===== src/hdl/tbtc_pkg.sv =====
// tbtc_pkg: beat types and symbol tables for the two byte / three char text codec
// no dependencies; imported by two_byte_three_char_text_codec
`default_nettype none

package tbtc_pkg;

  typedef struct packed {
    logic [7:0] in_value;
    logic       in_last;
  } in_beat_t;

  typedef struct packed {
    logic [7:0] out_value;
    logic       out_last;
    logic       error;
  } out_beat_t;

  // most results one input beat can cause
  localparam int unsigned MaxResults = 3;

  localparam logic [5:0] SymLowerEnd = 6'd26;
  localparam logic [5:0] SymUpperEnd = 6'd52;
  localparam logic [5:0] SymDigitEnd = 6'd62;
  localparam logic [5:0] SymColon    = 6'd62;
  localparam logic [5:0] SymSemi     = 6'd63;
  localparam logic [5:0] SymOddMark  = 6'd1;

  // sextet value to ascii symbol
  function automatic logic [7:0] sym_char(input logic [5:0] v);
    logic [7:0] c;
    if (v < SymLowerEnd) begin
      c = 8'(8'h61 + {2'b00, v});
    end else if (v < SymUpperEnd) begin
      c = 8'(8'h41 + {2'b00, v - SymLowerEnd});
    end else if (v < SymDigitEnd) begin
      c = 8'(8'h30 + {2'b00, v - SymUpperEnd});
    end else if (v == SymColon) begin
      c = 8'h3A;
    end else begin
      c = 8'h3B;
    end
    return c;
  endfunction

  // ascii character to sextet value, anything outside the alphabet is zero
  function automatic logic [5:0] char_sym(input logic [7:0] c);
    logic [5:0] s;
    if (c >= 8'h61 && c <= 8'h7A) begin
      s = 6'(c - 8'h61);
    end else if (c >= 8'h41 && c <= 8'h5A) begin
      s = 6'(c - 8'h41 + 8'd26);
    end else if (c >= 8'h30 && c <= 8'h39) begin
      s = 6'(c - 8'h30 + 8'd52);
    end else if (c == 8'h3A) begin
      s = SymColon;
    end else if (c == 8'h3B) begin
      s = SymSemi;
    end else begin
      s = 6'd0;
    end
    return s;
  endfunction

endpackage

`default_nettype wire


===== src/hdl/two_byte_three_char_text_codec.sv =====
// two_byte_three_char_text_codec: byte pair <-> three symbol text codec, one module
// depends on tbtc_pkg for beat types and symbol tables
`default_nettype none

// channel   dir  handshake              payload
// in        in   in_valid / in_ready    in_data  (in_beat_t)
// out       out  out_valid / out_ready  out_data (out_beat_t)
// cfg       in   cfg_we                 cfg_data (direction)
//
// each input beat is decoded in the cycle it is taken and its zero to three results
// land in a three slot result buffer, seen on out_data the next cycle, one beat a cycle
// while out_ready is high. a new input beat is taken when the buffer is empty or its
// last entry leaves in the same cycle. reset (rst_n low, synchronous) clears the
// direction to encode, the group position and the buffer. out_ready low holds the
// buffer, and the input too unless the buffer is empty.

module two_byte_three_char_text_codec
  import tbtc_pkg::*;
(
  input  wire logic      clk,
  input  wire logic      rst_n,
  input  wire logic      in_valid,
  output logic           in_ready,
  input  wire in_beat_t  in_data,
  output logic           out_valid,
  input  wire logic      out_ready,
  output out_beat_t      out_data,
  input  wire logic      cfg_we,
  input  wire logic      cfg_data
);

  typedef enum logic [1:0] {
    PosStart,
    PosOne,
    PosTwo
  } pos_t;

  logic       direction_r;
  pos_t       pos_r, pos_nxt;
  logic [7:0] held_r, held_nxt;
  logic [5:0] first_r, first_nxt;
  logic [5:0] second_r, second_nxt;
  logic [1:0] cnt_r, cnt_nxt;
  out_beat_t  buf_r [MaxResults];
  out_beat_t  buf_nxt [MaxResults];

  out_beat_t  res [MaxResults];
  logic [1:0] n_res;
  logic       push, pop;

  assign out_valid = (cnt_r != 2'd0);
  assign out_data  = buf_r[0];
  assign pop       = out_valid && out_ready;
  assign in_ready  = (cnt_r == 2'd0) || ((cnt_r == 2'd1) && out_ready);
  assign push      = in_valid && in_ready;

  // work out the results and the next group state for the beat on the input
  always_comb begin
    logic [7:0] v;
    logic [5:0] s;
    v = in_data.in_value;
    s = char_sym(v);
    pos_nxt    = pos_r;
    held_nxt   = held_r;
    first_nxt  = first_r;
    second_nxt = second_r;
    n_res      = 2'd0;
    for (int i = 0; i < MaxResults; i++) begin
      res[i] = '0;
    end
    if (!direction_r) begin
      if (pos_r != PosOne) begin
        if (!in_data.in_last) begin
          held_nxt = v;
          pos_nxt  = PosOne;
        end else begin
          // lone final byte, odd marker as third symbol
          res[0].out_value = sym_char(v[7:2]);
          res[1].out_value = sym_char({v[1:0], 4'b0000});
          res[2].out_value = sym_char(SymOddMark);
          res[2].out_last  = 1'b1;
          n_res   = 2'd3;
          pos_nxt = PosStart;
        end
      end else begin
        res[0].out_value = sym_char(held_r[7:2]);
        res[1].out_value = sym_char({held_r[1:0], v[7:4]});
        res[2].out_value = sym_char({1'b0, v[3:0], 1'b0});
        res[2].out_last  = in_data.in_last;
        n_res   = 2'd3;
        pos_nxt = PosStart;
      end
    end else begin
      if (pos_r != PosTwo) begin
        if (in_data.in_last) begin
          // stream ended inside a group
          res[0].out_last = 1'b1;
          res[0].error    = 1'b1;
          n_res   = 2'd1;
          pos_nxt = PosStart;
        end else if (pos_r == PosOne) begin
          second_nxt = s;
          pos_nxt    = PosTwo;
        end else begin
          first_nxt = s;
          pos_nxt   = PosOne;
        end
      end else begin
        res[0].out_value = {first_r, second_r[5:4]};
        res[1].out_value = {second_r[3:0], 4'b0000} | {3'b000, s[5:1]};
        pos_nxt = PosStart;
        if (in_data.in_last && s[0]) begin
          res[0].out_last = 1'b1;
          n_res = 2'd1;
        end else begin
          res[1].out_last = in_data.in_last;
          n_res = 2'd2;
        end
      end
    end
  end

  // result buffer: a push only happens once the buffer has drained or its last entry leaves
  always_comb begin
    cnt_nxt = cnt_r;
    for (int i = 0; i < MaxResults; i++) begin
      buf_nxt[i] = buf_r[i];
    end
    if (push) begin
      cnt_nxt = n_res;
      for (int i = 0; i < MaxResults; i++) begin
        buf_nxt[i] = res[i];
      end
    end else if (pop) begin
      cnt_nxt = cnt_r - 2'd1;
      for (int i = 0; i < MaxResults - 1; i++) begin
        buf_nxt[i] = buf_r[i + 1];
      end
    end
  end

  always_ff @(posedge clk) begin
    for (int i = 0; i < MaxResults; i++) begin
      buf_r[i] <= buf_nxt[i];
    end
    if (!rst_n) begin
      direction_r <= 1'b0;
      pos_r       <= PosStart;
      held_r      <= '0;
      first_r     <= '0;
      second_r    <= '0;
      cnt_r       <= 2'd0;
    end else begin
      cnt_r <= cnt_nxt;
      if (cfg_we) begin
        direction_r <= cfg_data;
        pos_r       <= PosStart;
      end else if (push) begin
        pos_r    <= pos_nxt;
        held_r   <= held_nxt;
        first_r  <= first_nxt;
        second_r <= second_nxt;
      end
    end
  end

endmodule

`default_nettype wire


===== config.mk =====
export PLATFORM = sky130hd
export DESIGN_NAME = two_byte_three_char_text_codec
export DESIGN_NICKNAME = d
export VERILOG_FILES = /design/src/hdl/tbtc_pkg.sv /design/src/hdl/two_byte_three_char_text_codec.sv
export SDC_FILE = /design/constraint.sdc
export NUM_CORES = 1
export LEC_CHECK = 0
export ABC_AREA = 0
export BUFFER_PORTS_ARGS = -buffer_cell sky130_fd_sc_hd__buf_4
export CAP_MARGIN = 40
export CORE_MARGIN = 2
export CORE_UTILIZATION = 50
export DETAILED_ROUTE_END_ITERATION = 16
export HOLD_SLACK_MARGIN = 0.02
export PLACE_DENSITY = 0.68
export SLEW_MARGIN = 10
export SYNTH_ARGS = -nofsm -noshare
export SYNTH_HDL_FRONTEND = slang
export SYNTH_SLANG_ARGS = --single-unit
export TNS_END_PERCENT = 20

===== constraint.sdc =====
create_clock -name clk -period 2.66 [get_ports clk]
set_input_delay 0.266 -clock clk [delete_from_list [all_inputs] [get_ports clk]]
set_output_delay 0.266 -clock clk [all_outputs]
set_load 0.005 [all_outputs]

# Yosys cells after proc, flatten, opt, wreduce, memory -nomap -nowiden
# Memories as Yosys holds them, arrays and structs flattened.
# Cells that the tools add are included.
# Widths: inputs -> output; s select.
[word_totals]
ff_bits = 25
ram_bits = 30
input_bits = 15
out_inout_bits = 12
mem_count = 1
[op_classes]
addsub = 31
n_lt_le_gt_ge = 21
n_eq_ne = 9
n_mux = 57
bitwise = 6
n_reduce_logical = 15
[memory_table]
columns = ["name", "words", "width", "rd", "rd_clocked_by_memory_dff", "write_ports", "line", "text"]
rows = [
  ["buf_r", 3, 10, 3, 0, 3, "two_byte_three_char_text_codec.sv:44", "out_beat_t buf_r [MaxResults];"],
]
[op_table]
columns = ["op", "count"]
rows = [
  ["$mux 8", 18],
  ["$add 7x6->8 const A", 9],
  ["$lt 6x6->1 const B", 8],
  ["$mux 20", 2],
  ["$sub 6x6->6 const B", 6],
  ["$add 6x6->7 const A", 5],
  ["$mux 7", 5],
  ["$mux 6", 5],
  ["$mux 9", 3],
  ["$mux 2", 13],
  ["$lt 6x5->1 const B", 4],
  ["$sub 6x5->6 const B", 4],
  ["$eq 6x6->1 const B", 3],
  ["$eq 8x6->1 const B", 2],
  ["$ge 8x7->1 const B", 2],
  ["$le 8x7->1 const B", 2],
  ["$lt 5x6->1 const B", 2],
  ["$reduce_and 6->1", 2],
  ["$mux 1", 10],
  ["$mux 10", 1],
  ["$add 7x5->8 const A", 1],
  ["$ge 8x6->1 const B", 1],
  ["$le 8x6->1 const B", 1],
  ["$or 8x5->8", 1],
  ["17 further kinds", 29],
]

# Logic depth before layout (Yosys ltp)
# Gate-level depths: netlist of the first run.
[logic_depth]
word_depth = 11
ltp_mapped = 11
depth_no_buf = 10

# Worst setup path after synthesis of the first run
# OpenSTA, ideal clock, no wires.
[synth_timing]
path_kind = "input to register"
start = "input port in_data[3] (netlist bit)"
end = "memory buf_r[0][16] (netlist bit), data pin"
arrival_time_ps = 2337
path_slack_ps = 67
cell_stages = 10
cell_sequence = "clkbuf_1 > inv_1 > ha_1 > nor2b_1 > a2111o_1 > o221a_4 > and2_4 > a211oi_2 > a21oi_1 > o22a_1"
[synth_rtl]
columns = ["element", "line", "text"]
rows = [
  ["start: declaration", "two_byte_three_char_text_codec.sv:24", "input wire in_beat_t in_data,"],
  ["end: declaration", "two_byte_three_char_text_codec.sv:44", ""],
]

==> results of run 1 <==
==> stage by stage <==
| stage | worst slack, ns | std cells | utilization [%] |
|---|---|---|---|
| floorplan | 0.0666 | 556 | - |
| global placement | -0.0301 | 691 | 55.4 |
| detailed placement | -0.0339 | 691 | 55.4 |
| CTS | 0.274 | 699 | 56.3 |
| global route | 0.0340 | 699 | 56.3 |
| finish | 0.198 | 699 | 56.3 |
==> cells in the final DEF (no fill, tap or decap), types with 3 or more instances in the layout <==
cell type,count
buf_4,66
nand2_1,62
nor2_1,43
ha_1,43
a21oi_1,32
edfxtp_1,27
dfxtp_1,25
inv_1,23
o21ai_0,21
xnor2_1,21
nand3_1,19
xor2_1,15
a31oi_1,14
nor2b_1,13
mux2i_1,12
o21ai_1,12
inv_2,8
o22ai_1,8
a21o_1,7
nor3_1,7
a211oi_1,7
nand2b_1,6
a32oi_1,5
clkbuf_8,5
o221ai_1,4
or3_1,4
a221oi_1,4
a211o_1,4
and2_1,4
and3_1,3
o211ai_1,3
nor4_1,3
a311oi_1,3
nand4_1,3
o31ai_1,3
==> worst reg2reg max path, stage by stage (launching register included) <==
cell	delay, ns
dfxtp_1	0.34
inv_1	0.12
ha_1	0.24
xor2_1	0.17
or3b_1	0.46
a311o_1	0.37
a21oi_1	0.20
nor4_1	0.08
a311oi_1	0.20
==> cells by family (layout without fill, tap and decap cells) <==
kind of cell,after synthesis,in the layout,synth area share [%]
mux,15,15,3.58
simple gates,181,181,19.0
flops,52,52,28.4
xor+xnor,36,36,6.83
buf+inv,73,105,7.02
compound gates,156,156,23.5
fa+ha+maj,43,43,11.7
==> sequential cells by signal (all words and copies together) (netlist names) <==
| name | flops |
|---|---|
| second_r | 6 |
| buf_r | 27 |
| cnt_r | 2 |
| direction_r | 1 |
| held_r | 8 |
| pos_r | 2 |
| first_r | 6 |
==> worst paths after layout <==
path | slack [ns] | endpoint | depth (start not counted)
max | 0.20 | buf_r[0][7] | 9
min | 0.14 | pos_r[0] | 2
min reg2reg | 0.48 | second_r[0] | 2
max reg2reg | 0.32 | buf_r[0][6] | 8
==> per-layer routing <==
layer	wire, µm	vias to the layer above	share of wire [%]	GRT usage [%]
li1	-	2050	-	-
met1	5980	2044	44	37.6
met2	6560	201	49	47.9
met3	830	13	6.1	2.02
met4	155	0	1.1	5.16
met5	0	-	0	0
==> area by class of cell <==
| type | instances | share of cell area [%] |
|---|---|---|
| Clock buffer | 6 | 1.41 |
| Sequential cell | 52 | 25.6 |
| Timing Repair Buffer | 66 | 9.66 |
| Tap cell | 111 | 2.71 |
| Multi-Input combinational cell | 431 | 58.1 |
| Clock inverter | 2 | 0.268 |
| Inverter | 31 | 2.27 |
==> where the power goes <==
part,leakage (nW),internal [W],switching [W]
logic,1.55,0.000350,0.000501
clock network,0.0456,0.000188,0.000274
registers,0.470,0.00100,0.0000469
==> results.md, run 1 <==
* FMAX at approximately 0.4 GHz
* VDD IR max at 0.000233 V
* Global-route wire length before repair at 21400 µm
* Power Density at around 460 nW/µm²
* Synth top area share at about 18%
* DR pass1 iterations at 5
* Postcts setup bufs at 0
* Hold slack at roughly 0.14 ns
* PortBufs at 26
* Min-delay src: cfg_we
* Sequential share of the synthesized area at 28.4%
* Fin crit share at between 90% and 100%
* Setup crit start: in_data[6]
* Post-synth EDFFs at 27
* CTS tree: built
* Leading area contributor after synthesis: edfxtp_1
* CTS Sinks at 52
* Max stage delay on crit path at a little over 0.6 ns
* Commonest cells in the netlist: nand2_1, ha_1, nor2_1, a21oi_1, edfxtp_1
* Initial core utilization at roughly half
* Htree depth at 2
* Final Hold Violating Endpoints at 0
* Largest net degree at the start of global routing at 30
* Final clock skew at roughly 0.016 ns
* Synth-to-layout area growth at 11.1%
* Row cnt at 35
* Core Box Area at slightly above 9000 µm²
* Nets at between 600 and 700
* Post-CTS Hold Buffers at 0
* Final Slew Violations at 0
* Die area at between 10000 and 15000 µm²
* CP Class: input port to register
* CP Cell Sequence: buf_4, ha_1, a21o_1, xnor2_1, nor3_1, xnor2_1, a221oi_1, a2111oi_0, a21oi_1
* Drt drc at 0
* Total negative slack at 0 ns
* CTS buffer count at 5
* Die X at around 100 µm
* Multi-input logic area at between 2000 and 3000 µm²
* Top FF cell, synth: edfxtp_1
* CTS clock-pin slew for the worst setup and hold paths at 0.10 ns
* CP bufs+invs at 1
* GR Overflow Total at 0
* Mapped cell area at 4620 µm²
* Actual slew at the worst max-slew pin at between 0.6 and 0.7 ns
* Area post-placement at between 5000 and 6000 µm²
* Distinct cells, synth at 73
* Most frequent cell after synthesis: nand2_1
* Crit path max-delay cell type: a2111oi_0
* Fill count at 871
* FF+latch area at approximately 1300 µm²
* CP Max Fanout at 15
* Clk_lat worst skew at between 0.3 and 0.4 ns
* Routed length per placed instance at around 19 µm
* Tmin final at ~2.5 ns
* Setup violations, final at 0
* Initial antenna violation count at 0
* Syn Area/Cell at around 8.3 µm²
* Layout cell share with drive strength beyond 1 at 17.2%
* Pleak at just over 2 nW
* Overall Power at 0.00236 W
* Cts repair resizes at 0
* DIE HEIGHT at approximately 100 µm
* GPL Wtd Cong at between 0.9 and 1
* Worst Path Arrival at roughly 2.5 ns
* Syn_nets at ~610
* Post-synth ARST share at 0%
* Routed vias/inst at between 6 and 7
* Number of diodes at 0
* Clock buffer depth at 2
* Worst Path Required at ~2.7 ns
* Ranking of synthesized cells by area: edfxtp_1, ha_1, dfxtp_1, nand2_1, xnor2_1
* YS warnings at 0
* Crit. End Element: register
* Clk root buf: clkbuf_8
* DR vias at 4308
* Slew HR at between 50% and 60%
* All-Layer GR Usage at between 20 and 30%
* I/O pins at 27
* Crit-path most repeated cell: xnor2_1
* Detailed-route wire length at 13500 µm
* Initial DRC Count at a little under 300
* Total of max-cap violations at 0
* Dpl hpwl at approximately 10000 µm
* Status: finished clean
* Delay-heaviest family, CP: compound AO/OA/AOI/OAI gates
* RSZ-0062 raised after global routing: no
* HP Class: input port to register
* Final ANT Viol Nets at 0
* Critical register-to-register path startpoint: held_r[4]
* Post-synthesis cell count at 556
* Type of origin of the critical path: input port
* Post-route cell area at roughly 5000 µm²
* Vias in the first global route at a little under 4000
* Yosys reg bits at 52
No activity file was read; power rests on OpenSTA's default activity.
==> run 2: changes to the inputs <==
Settings changed: CAP_MARGIN 40 to 10.
Clock period 2.66 ns to 1.98 ns, I/O delays scaled along.
==> results.md, run 2 (same netlist as run 1, synthesis figures left out) <==
* Reg-to-reg slack, setup at -0.06 ns (-0.38 ns)
* CP Max Fanout at 3 (-12)
* Largest net degree at the start of global routing at 28 (-6.7%)
* Actual slew at the worst max-slew pin at 0.500 ns (-0.128 ns)
* Final clock skew at 0.00596 ns (-0.00997 ns)
* Total of max-cap violations at 0 (unchanged)
* Initial DRC Count at 302 (+2.7%)
* Fin crit share at 103%
* CTS buffer count at 5 (unchanged)
* Clock buffer depth at 2 (unchanged)
* Initial core utilization at 50.7% (unchanged)
* Global-route wire length before repair at 22800 µm (+6.9%)
* Tmin final at approximately 2.0 ns
* Most common cell after layout, fill and taps aside: buf_4
* Area post-placement at 5790 µm² (+15%)
* Type of origin of the critical path: register
* Most flop-heavy register: buf_r
* Power share of the clock group at 18.8% (-0.7 points)
* FMAX at around 0.5 GHz
* FF-to-FF path depth at 9 (+1)
* Net switching power at 0.00119 W (+45%)
* Largest registers: buf_r (27), held_r (8)
* Critical R2R Capture: buf_r[0][6]
* Final Util at 66.9% (+11 points)
* Routed vias/inst at 5.86 (-5.0%)
* Die X at 100 µm (unchanged)
* Sw Share at 34.7% (-0.080 points)
* CP Class: register to register
* Number of diodes at 0 (unchanged)
* GPL Wtd Cong at 0.969 (+1.4%)
* Post-placement worst setup slack at -0.348 ns (-0.314 ns)
* Fill count at 769 (-12%)
* Setup violations, final at 3 (+3)
* VDD IR max at 0.000390 V (+68%)
* Power Density at 564 nW/µm² (+22%)
* RSZ-0062 raised after global routing: yes
* Leading cell types in the layout, fill and taps excluded: buf_4, nand2_1, nor2_1, ha_1, a21oi_1
* DR vias at 4620 (+7.2%)
* Worst Path Required at 2.12 ns (-0.57 ns)
* Vias in the first global route at 4469 (+13%)
* Initial antenna violation count at 0 (unchanged)
* Final Hold Violating Endpoints at 0 (unchanged)
* Final ANT Viol Nets at 0 (unchanged)
* Largest register FFs at 27 (unchanged)
* Combinational power share at 40.3% (+4.3 points)
* CTS tree: built
* Setup crit start: held_r[3]
* Sequential power share at 40.9% (-3.5 points)
* Setup crit end: buf_r[0][6]
* Clk root buf: clkbuf_8
* I/O pins at 27 (unchanged)
* Slew HR at 66.4% (+9.4 points)
* Synth-to-layout area growth at 32.0%
* Final Slew Violations at 0 (unchanged)
* Die area at 10000 µm² (unchanged)
* Crit. End Element: register
* Row cnt at 35 (unchanged)
* DR pass1 iterations at 7 (+2)
* CTS Sinks at 52 (unchanged)
* Core Box Area at 9110 µm² (unchanged)
* Post-route setup slack at -0.0621 ns (-0.260 ns)
* GR Overflow Total at 0 (unchanged)
* Hold slack at 0.0657 ns (-0.0773 ns)
* Worst Path Arrival at 2.19 ns (-0.30 ns)
* CTS clock-pin slew for the worst setup and hold paths at 0.10 ns (about the same)
* Critical register-to-register path startpoint: held_r[3]
* DIE HEIGHT at 100 µm (unchanged)
* Dpl hpwl at 11500 µm (+9.3%)
* Detailed-route wire length at 14600 µm (+7.9%)
* Post-route cell area at 6090 µm² (+19%)
* Drt drc at 0 (unchanged)
* Htree depth at 2 (unchanged)
* Clk_lat worst skew at 0.31 ns (about the same)
* Pleak at 2.53 nW (+23%)
* Internal power at 0.00224 W (+46%)
* FF+latch area at 1320 µm² (+0.57%)
* PortBufs at 26 (unchanged)
* Layout cell share with drive strength beyond 1 at 35.1% (+18 points)
* Nets at 735 (+14%)
* Status: complete, but fails checks
* Multi-input logic area at 3200 µm² (+7.4%)
* HP Class: input port to register
* Routed length per placed instance at 18.5 µm (-4.4%)
* All-Layer GR Usage at 29.2% (+1.8 points)
* Violated checks: setup timing
* Overall Power at 0.00343 W (+45%)
[run 2: critical path, stage by stage (launching register included)]
cell and delay (ns):
dfxtp_2 0.35, inv_2 0.06, ha_2 0.19, xor2_1 0.16, or3b_4 0.42, xor2_2 0.20, o22ai_2 0.09, a21oi_2 0.15
nor4_2 0.05, a311oi_1 0.20
[run 2: final cells by class]
type	count	share of cell area, %
Tap cell	111	2.28
Timing Repair Buffer	156	19.8
Multi-Input combinational cell	431	52.5
Clock buffer	5	1.13
Sequential cell	52	21.6
Clock inverter	3	0.370
Inverter	31	2.28
[run 2: worst min-delay path by stage]
stage	startpoint	end	slack, ns	depth (start not counted)
2_1_floorplan	cfg_we	pos_r[0]	0.27	1
3_3_place_gp	cfg_we	pos_r[1]	0.40	2
3_5_place_dp	cfg_we	pos_r[1]	0.41	2
4_1_cts	cfg_we	pos_r[0]	0.07	2
5_1_grt	cfg_we	pos_r[0]	0.06	2
6_report	cfg_we	pos_r[0]	0.07	2
[run 2: stage by stage]
stage,std cells,TNS (ns)
global placement,777,-4.16
global route,789,-0.535
detailed placement,777,-5.54
floorplan,556,-1.51
finish,789,-0.131
CTS,786,-0.205
[run 2: power groups by stage]
stage	clock network, W	registers, W	logic, W
5_1_grt	0.000685	0.00142	0.00149
4_1_cts	0.000648	0.00141	0.00134
3_5_place_dp	0	0.00143	0.00133
2_1_floorplan	0	0.00141	0.000807
3_3_place_gp	0	0.00143	0.00130
6_report	0.000645	0.00141	0.00138
[run 2: per-layer routing]
metal	vias to the layer above	GRT usage (%)	wire [µm]
met5	-	0	0
met2	187	49.2	6940
li1	2241	-	-
met1	2155	38.1	6280
met3	37	3.62	839
met4	0	12.0	529
[run 2: repair_timing]
action / in CTS / in global routing
hold buffers: 0 / 0
gates resized for setup: 17 / 28
setup buffers: 1 / 3
setup endpoints to repair: 10 / 22
pin swaps: 7 / 17
